**src/hdl/frcp_pkg.sv**
```systemverilog
// Package of the FTP reply-code parser: constants, event type and helpers.
package frcp_pkg;

    localparam int MAX_LINE    = 4096;
    localparam int LINE_POS_W  = $clog2(MAX_LINE);
    localparam int CODE_DIGITS = 3;
    localparam int HEAD_DEPTH  = CODE_DIGITS + 1;
    localparam int CODE_W      = 10;

    // A line is forced to end once it holds MAX_LINE-1 bytes.
    localparam logic [LINE_POS_W-1:0] LINE_LAST = LINE_POS_W'(MAX_LINE - 2);

    localparam logic [7:0] CH_DASH  = 8'h2D;
    localparam logic [7:0] CH_SPACE = 8'h20;
    localparam logic [7:0] CH_LF    = 8'h0A;
    localparam logic [7:0] CH_ZERO  = 8'h30;
    localparam logic [7:0] CH_NINE  = 8'h39;

    localparam logic STATUS_DONE   = 1'b0;
    localparam logic STATUS_CLOSED = 1'b1;

    // One classified line end or stream end, passed from front to back.
    typedef struct packed {
        logic              is_end;
        logic              judged;
        logic              digits_ok;
        logic [CODE_W-1:0] value;
        logic              is_dash;
        logic              is_space;
    } t_evt;

    function automatic logic is_dec(input logic [7:0] c);
        return (c >= CH_ZERO) && (c <= CH_NINE);
    endfunction

    function automatic logic [CODE_W-1:0] digit_val(input logic [7:0] c);
        logic [7:0] d;
        d = c - CH_ZERO;
        return CODE_W'(d[3:0]);
    endfunction

endpackage

```
**src/hdl/frcp_ifs.sv**
```systemverilog
// Handshake interfaces for the byte input and the reply output channels.
interface frcp_in_if;
    logic       valid;
    logic       ready;
    logic [7:0] rx_byte;
    logic       stream_end;

    modport source (output valid, output rx_byte, output stream_end, input ready);
    modport sink (input valid, input rx_byte, input stream_end, output ready);
endinterface

interface frcp_out_if;
    logic                      valid;
    logic                      ready;
    logic [frcp_pkg::CODE_W-1:0] reply_code;
    logic                      status;

    modport source (output valid, output reply_code, output status, input ready);
    modport sink (input valid, input reply_code, input status, output ready);
endinterface

```
**src/hdl/frcp_front.sv**
```systemverilog
// Front part: splits bytes into lines and classifies each line end.
module frcp_front (
    input  logic                 i_clk,
    input  logic                 i_rst_n,
    frcp_in_if.sink              i_rx,
    input  logic                 i_q_full,
    output logic                 o_push,
    output frcp_pkg::t_evt       o_evt
);

    logic [frcp_pkg::LINE_POS_W-1:0] r_pos;
    logic [7:0]                      r_head [frcp_pkg::HEAD_DEPTH];
    logic [7:0]                      n_head [frcp_pkg::HEAD_DEPTH];
    logic [7:0]                      v_head [frcp_pkg::HEAD_DEPTH];
    logic                            accept;
    logic                            line_done;

    assign i_rx.ready = !i_q_full;
    assign accept     = i_rx.valid && i_rx.ready;

    always_comb begin
        for (int i = 0; i < frcp_pkg::HEAD_DEPTH; i++) begin
            n_head[i] = (r_pos == frcp_pkg::LINE_POS_W'(i)) ? i_rx.rx_byte : r_head[i];
        end
        line_done = !i_rx.stream_end &&
                    ((i_rx.rx_byte == frcp_pkg::CH_LF) || (r_pos >= frcp_pkg::LINE_LAST));
        // A stream end carries no byte, so it judges the head as it stands.
        for (int i = 0; i < frcp_pkg::HEAD_DEPTH; i++) begin
            v_head[i] = i_rx.stream_end ? r_head[i] : n_head[i];
        end
        o_evt.is_end    = i_rx.stream_end;
        o_evt.judged    = !i_rx.stream_end || (r_pos != '0);
        o_evt.digits_ok = frcp_pkg::is_dec(v_head[0]) && frcp_pkg::is_dec(v_head[1]) &&
                          frcp_pkg::is_dec(v_head[2]);
        o_evt.value     = frcp_pkg::CODE_W'(frcp_pkg::digit_val(v_head[0]) * 10'd100)
                        + frcp_pkg::CODE_W'(frcp_pkg::digit_val(v_head[1]) * 10'd10)
                        + frcp_pkg::digit_val(v_head[2]);
        o_evt.is_dash   = v_head[frcp_pkg::CODE_DIGITS] == frcp_pkg::CH_DASH;
        o_evt.is_space  = v_head[frcp_pkg::CODE_DIGITS] == frcp_pkg::CH_SPACE;
        o_push          = accept && (i_rx.stream_end || line_done);
    end

    always_ff @(posedge i_clk) begin
        if (!i_rst_n) begin
            r_pos <= '0;
            for (int i = 0; i < frcp_pkg::HEAD_DEPTH; i++) r_head[i] <= '0;
        end else if (accept) begin
            if (i_rx.stream_end || line_done) begin
                r_pos <= '0;
                for (int i = 0; i < frcp_pkg::HEAD_DEPTH; i++) r_head[i] <= '0;
            end else begin
                r_pos <= r_pos + 1'b1;
                for (int i = 0; i < frcp_pkg::HEAD_DEPTH; i++) r_head[i] <= n_head[i];
            end
        end
    end

endmodule

```
**src/hdl/frcp_queue.sv**
```systemverilog
// Two-entry queue of line events between the front and the back part.
module frcp_queue (
    input  logic           i_clk,
    input  logic           i_rst_n,
    input  logic           i_push,
    input  frcp_pkg::t_evt i_evt,
    output logic           o_full,
    output logic           o_valid,
    input  logic           i_pop,
    output frcp_pkg::t_evt o_evt
);

    frcp_pkg::t_evt r_mem [2];
    logic           r_wr_ptr;
    logic           r_rd_ptr;
    logic [1:0]     r_count;

    assign o_full  = r_count == 2'd2;
    assign o_valid = r_count != 2'd0;
    assign o_evt   = r_mem[r_rd_ptr];

    always_ff @(posedge i_clk) begin
        if (i_push) r_mem[r_wr_ptr] <= i_evt;
    end

    always_ff @(posedge i_clk) begin
        if (!i_rst_n) begin
            r_wr_ptr <= 1'b0;
            r_rd_ptr <= 1'b0;
            r_count  <= 2'd0;
        end else begin
            if (i_push) r_wr_ptr <= !r_wr_ptr;
            if (i_pop)  r_rd_ptr <= !r_rd_ptr;
            r_count <= r_count + {1'b0, i_push} - {1'b0, i_pop};
        end
    end

endmodule

```
**src/hdl/frcp_back.sv**
```systemverilog
// Back part: applies the reply rules to each line event and drives results.
module frcp_back (
    input  logic           i_clk,
    input  logic           i_rst_n,
    input  logic           i_q_valid,
    input  frcp_pkg::t_evt i_evt,
    output logic           o_pop,
    frcp_out_if.source     o_reply
);

    logic                          r_multi;
    logic [frcp_pkg::CODE_W-1:0]   r_open;
    logic                          r_out_valid;
    logic [frcp_pkg::CODE_W-1:0]   r_code;
    logic                          r_status;
    logic                          ok;
    logic                          done;
    logic                          opens;
    logic                          emit;

    assign o_pop              = i_q_valid && (!r_out_valid || o_reply.ready);
    assign o_reply.valid      = r_out_valid;
    assign o_reply.reply_code = r_code;
    assign o_reply.status     = r_status;

    always_comb begin
        ok    = i_evt.judged && i_evt.digits_ok;
        opens = !r_multi && ok && i_evt.is_dash;
        if (!r_multi) begin
            done = ok && !i_evt.is_dash;
        end else begin
            done = ok && (i_evt.value == r_open) && i_evt.is_space;
        end
        // A stream end always reports, either the completed code or closed.
        emit = i_evt.is_end || done;
    end

    always_ff @(posedge i_clk) begin
        if (o_pop && emit) begin
            r_code   <= done ? i_evt.value : '0;
            r_status <= done ? frcp_pkg::STATUS_DONE : frcp_pkg::STATUS_CLOSED;
        end
    end

    always_ff @(posedge i_clk) begin
        if (!i_rst_n) begin
            r_multi     <= 1'b0;
            r_open      <= '0;
            r_out_valid <= 1'b0;
        end else begin
            if (o_pop) begin
                r_out_valid <= emit;
                if (emit) begin
                    r_multi <= 1'b0;
                    r_open  <= '0;
                end else if (opens) begin
                    r_multi <= 1'b1;
                    r_open  <= i_evt.value;
                end
            end else if (o_reply.ready) begin
                r_out_valid <= 1'b0;
            end
        end
    end

endmodule

```
**src/hdl/ftp_reply_code_parser.sv**
```systemverilog
// A result passes from the front through the event queue into the output register of the back part.
// Throughput: one byte per cycle; the front takes a byte whenever the event queue has room.
// The two-entry queue and the output register absorb events while the output stalls; a full queue stops bytes.
// Reset (i_rst_n low, synchronous) clears line position, line head, multiline state,
// the queue and the output valid; no clearing pass is needed.
module ftp_reply_code_parser (
    input  logic       i_clk,
    input  logic       i_rst_n,
    frcp_in_if.sink    i_rx,
    frcp_out_if.source o_reply
);

    logic           q_full;
    logic           q_valid;
    logic           push;
    logic           pop;
    frcp_pkg::t_evt front_evt;
    frcp_pkg::t_evt back_evt;

    frcp_front u_front (
        .i_clk    (i_clk),
        .i_rst_n  (i_rst_n),
        .i_rx     (i_rx),
        .i_q_full (q_full),
        .o_push   (push),
        .o_evt    (front_evt)
    );

    frcp_queue u_queue (
        .i_clk   (i_clk),
        .i_rst_n (i_rst_n),
        .i_push  (push),
        .i_evt   (front_evt),
        .o_full  (q_full),
        .o_valid (q_valid),
        .i_pop   (pop),
        .o_evt   (back_evt)
    );

    frcp_back u_back (
        .i_clk     (i_clk),
        .i_rst_n   (i_rst_n),
        .i_q_valid (q_valid),
        .i_evt     (back_evt),
        .o_pop     (pop),
        .o_reply   (o_reply)
    );

endmodule

```
**src/flat_wrapper.sv**
```systemverilog
// flat-port wrapper written by rule: the top's interface ports become plain ports
module ftp_reply_code_parser_flat 
  (i_clk, i_rst_n, i_rx_valid, i_rx_rx_byte, i_rx_stream_end, i_rx_ready, o_reply_valid, o_reply_reply_code, o_reply_status, o_reply_ready);
  frcp_in_if i_rx_i ();
  frcp_out_if o_reply_i ();
  input  logic i_clk;
  input  logic i_rst_n;
  input wire logic [$bits(i_rx_i.valid)-1:0] i_rx_valid;
  input wire logic [$bits(i_rx_i.rx_byte)-1:0] i_rx_rx_byte;
  input wire logic [$bits(i_rx_i.stream_end)-1:0] i_rx_stream_end;
  output wire logic [$bits(i_rx_i.ready)-1:0] i_rx_ready;
  output wire logic [$bits(o_reply_i.valid)-1:0] o_reply_valid;
  output wire logic [$bits(o_reply_i.reply_code)-1:0] o_reply_reply_code;
  output wire logic [$bits(o_reply_i.status)-1:0] o_reply_status;
  input wire logic [$bits(o_reply_i.ready)-1:0] o_reply_ready;
  assign i_rx_i.valid = i_rx_valid;
  assign i_rx_i.rx_byte = i_rx_rx_byte;
  assign i_rx_i.stream_end = i_rx_stream_end;
  assign i_rx_ready = i_rx_i.ready;
  assign o_reply_valid = o_reply_i.valid;
  assign o_reply_reply_code = o_reply_i.reply_code;
  assign o_reply_status = o_reply_i.status;
  assign o_reply_i.ready = o_reply_ready;
  ftp_reply_code_parser u_core (.i_clk(i_clk), .i_rst_n(i_rst_n), .i_rx(i_rx_i), .o_reply(o_reply_i));
endmodule
```
**config.mk**
```make
export PLATFORM = sky130hd
export DESIGN_NAME = ftp_reply_code_parser_flat
export DESIGN_NICKNAME = d
export VERILOG_FILES = /design/src/hdl/frcp_pkg.sv /design/src/hdl/frcp_ifs.sv /design/src/hdl/frcp_front.sv /design/src/hdl/frcp_queue.sv /design/src/hdl/frcp_back.sv /design/src/hdl/ftp_reply_code_parser.sv /design/src/flat_wrapper.sv
export SDC_FILE = /design/constraint.sdc
export NUM_CORES = 1
export LEC_CHECK = 0
export BUFFER_PORTS_ARGS = -buffer_cell sky130_fd_sc_hd__buf_2
export CAP_MARGIN = 20
export CORE_MARGIN = 3
export CORE_UTILIZATION = 50
export DETAILED_ROUTE_END_ITERATION = 12
export PLACE_DENSITY = 0.65
export SLEW_MARGIN = 10
export SYNTH_ARGS = -nofsm -noshare
export SYNTH_HDL_FRONTEND = slang
export SYNTH_SLANG_ARGS = --single-unit
```
**constraint.sdc**
```tcl
create_clock -name i_clk -period 6.1 [get_ports i_clk]
set_input_delay 1.83 -clock i_clk [delete_from_list [all_inputs] [get_ports i_clk]]
set_output_delay 1.83 -clock i_clk [all_outputs]
set_load 0.02 [all_outputs]
```
==> summary.txt <==
CTS Root Buffer Type - clkbuf_8
largest net degree at the start of global routing - 27
VDD IR-drop max - 0.165 mV
switching share of power - 33.8%
routed len/inst - 15.4 um
DR vias - 3,566
Hold Vio Cnt, Final - 0
Most used DFF post-synth - edfxtp_1
gr busiest metal - met2
Comb power frac - 29.2%
cell family with most CP delay - adder cells
crit path kind - in -> reg
CTS Buffer Depth - 2
Rel. slew slack - 30.6%
arrival time at the worst endpoint - 5.17 ns
Worst setup SP type - primary input
setup bufs post-CTS - 0
full die area - 12,000 um2
Multi-input gate area - 2440 um2
Tmin final - 5.06 ns
DPL Wire Length - 7270 um
TritonCTS sink count - 102
Initial Utilization - 51.6%
PwrDens - 328 nW/um2
Worst Skew - 0.0180 ns
IO Count - 26
max cap viols - 0
CTS buffer count - 9
gpl congestion - 0.862
CP Max Fanout - 11
Synth Warn # - 0
Clk Latency, worst-skew pair - 0.37 ns
via density per instance - 5.51
# diodes - 0
Core Rows - 37
post_cts resized - 0
hold crit path type - reg -> reg
Unique masters post-synth - 55
met1 usage - 24.8%
sw power - 638 uW
Yosys reg bits - 102
Synth Cell Area - 5350 um2
Async S/R FF share, synth - 0%
Tcrit/Tclk final - 82.9%
DRT Wirelength - 9940 um
Post-Synthesis Cells - 487
fillers - 886
Post-Syn Area per Cell - 11.0 um2
CP endpoint kind - flop
chip width - 109 um
leakage power - 2.15 nW
NumNets Final - 556
antenna violations before repair - 0
utilization after layout - 55.5%
RSZ-0062 raised after global routing - false
Yosys top cell area share - 36.5%
crit-path most repeated cell - ha_1
Layout area overhead - 7.65%
commonest non-fill, non-tap cell in the layout - edfxtp_1
EDFF count, synth - 65
CTS H-tree depth - 3
Clock power frac - 22.7%
Final setup viols - 0
DRT iter0 DRCs - 211
Req. time, crit path - 6.21 ns
gr ovfl total - 0
Total GRT Usage - 18.3%
sequential share of power - 48.0%
DRC viols - 0
status - finished clean
GR Layer Usage met2 - 29.6%
total core area - 10,400 um2
critical path's largest stage delay - 0.38 ns
crit-path cells - buf_2 -> nor2_2 -> mux2i_1 -> inv_1 -> ha_1 -> ha_1 -> fa_1 -> xnor2_1 -> ha_1 -> ha_1 -> inv_1 -> o22ai_1 -> o41ai_1 -> xnor2_1
syn_nets - 537
Critical-path top delay cell - mux2i_1
hold_buf cts - 0
CTS tree - done
WHS - 0.492 ns
Synth area leader - edfxtp_1
commonest non-fill, non-tap cells in the layout - edfxtp_1, nand2_1, nor2_1, dfxtp_1, a21oi_1
DIE HEIGHT - 109 um
sequential cell area - 2690 um2
final setup TNS - 0 ns
sequential cell area fraction in the yosys report - 50.4%
global-route wire length before repair - 17,100 um
GR Util met3 - 3.93%
share of cells above drive strength 1 - 14.5%
IO Port Bufs - 25
vias in the first global route - 3,562
max-slew violation count - 0
Routed Antenna Nets - 0
DR pass1 iterations - 5
main area contributors after synthesis - edfxtp_1, dfxtp_1, ha_1, xnor2_1, nand2_1
Worst-Margin Slew - 1.04 ns
internal power - 1.25 mW
sum of buffers and inverters on the critical path - 3
fmax - 198 MHz
clock-pin slew on the worst setup and hold paths - 0.11 ns
[layout make-up]
class	instances	area share, %
Multi-Input combinational cell	339	42.4
Timing Repair Buffer	29	2.70
Sequential cell	102	46.8
Tap cell	136	2.96
Clock inverter	7	1.41
Inverter	25	1.63
Clock buffer	9	2.15
[kinds of logic (layout without fill, tap and decap cells)]
logic type	count (synthesis)	after routing	synth area share (%)
AO/OA/AOI/OAI	79	79	9.71
flip-flops	102	102	50.4
multiplexers	28	28	6.32
adder cells (fa/ha/maj)	37	37	9.36
buffers and inverters	46	70	4.03
XOR/XNOR	31	31	5.08
AND/OR/NAND/NOR	164	164	15.1
[power groups by stage]
stage          clock [mW]  combinational, mW  sequential [mW]
2_1_floorplan           0              0.434            0.930
3_3_place_gp            0              0.538            0.923
3_5_place_dp            0              0.555            0.925
4_1_cts             0.444              0.561            0.909
5_1_grt             0.476              0.625            0.920
6_report            0.430              0.552            0.907
[path summary, 6_finish.rpt]
kind,slack [ns],from,endpoint,cells after the start
worst min-delay path,0.49,u_core.u_back.r_open[1],u_core.u_back.r_open[1],1
worst max-delay path,1.04,i_rx_stream_end,u_core.u_queue.r_mem[1][11],14
worst min register to register,0.49,u_core.u_back.r_open[1],u_core.u_back.r_open[1],1
worst max register to register,1.11,u_core.u_front.r_pos[1],u_core.u_queue.r_mem[1][11],16
[flip-flops by register name, summed over array words and instances, names as in the netlist, named ones only]
register,count
u_core.u_front.r_head,32
u_core.u_queue.r_mem,30
u_core.u_front.r_pos,12
u_core.u_back.o_reply.reply_code,10
u_core.u_back.r_open,10
u_core.u_queue.r_count,2
u_core.u_back.o_reply.status,1
u_core.u_back.o_reply.valid,1
u_core.u_back.r_multi,1
u_core.u_queue.r_rd_ptr,1
u_core.u_queue.r_wr_ptr,1
[layer usage]
metal  share of wire (%)  wire length, um  vias up
li1                    -                -     1781
met1                  46             4520     1690
met2                  48             4800       91
met3                 5.3              525        4
met4                0.88               87        0
met5                   0                0        -
[worst reg2reg max path, stage by stage (launching register included)]
cell	delay, ns
dfxtp_1	0.37
inv_1	0.14
ha_1	0.41
nand4_1	0.53
nor2_2	0.49
mux2i_1	0.38
inv_1	0.08
ha_1	0.30
ha_1	0.23
fa_1	0.38
xnor2_1	0.14
ha_1	0.30
ha_1	0.32
inv_1	0.09
o22ai_1	0.10
o41ai_1	0.35
xnor2_1	0.14
[Yosys cell counts (all sizes together) (2+ instances only)]
cell type and number:
edfxtp 65, nand2 50, nor2 42, dfxtp 37
a21oi 34, ha 32, inv 25, nand3 23
xnor2 23, mux2 14, mux2i 14, clkbuf 13
nand4 10, o2bb2ai 10, a22o 9, and2 8
buf 8, nor4 8, xor2 8, o21ai 6
fa 5, nor2b 5, nor3 5, o21a 4
o22ai 4, and3 3, nand2b 3, a31oi 2
nor4b 2, o211ai 2
[stage by stage]
| stage | setup slack (ns) | instances | cell area (um2) | power [mW] |
|---|---|---|---|---|
| floorplan | 0.975 | 487 | 5350 | 1.36 |
| global placement | 0.814 | 631 | 5550 | 1.46 |
| detailed placement | 0.638 | 631 | 5550 | 1.48 |
| CTS | 1.03 | 647 | 5760 | 1.91 |
| global route | 0.729 | 647 | 5760 | 2.02 |
| finish | 1.04 | 647 | 5760 | 1.89 |
Note: power is estimated with default switching activity, not from simulation.
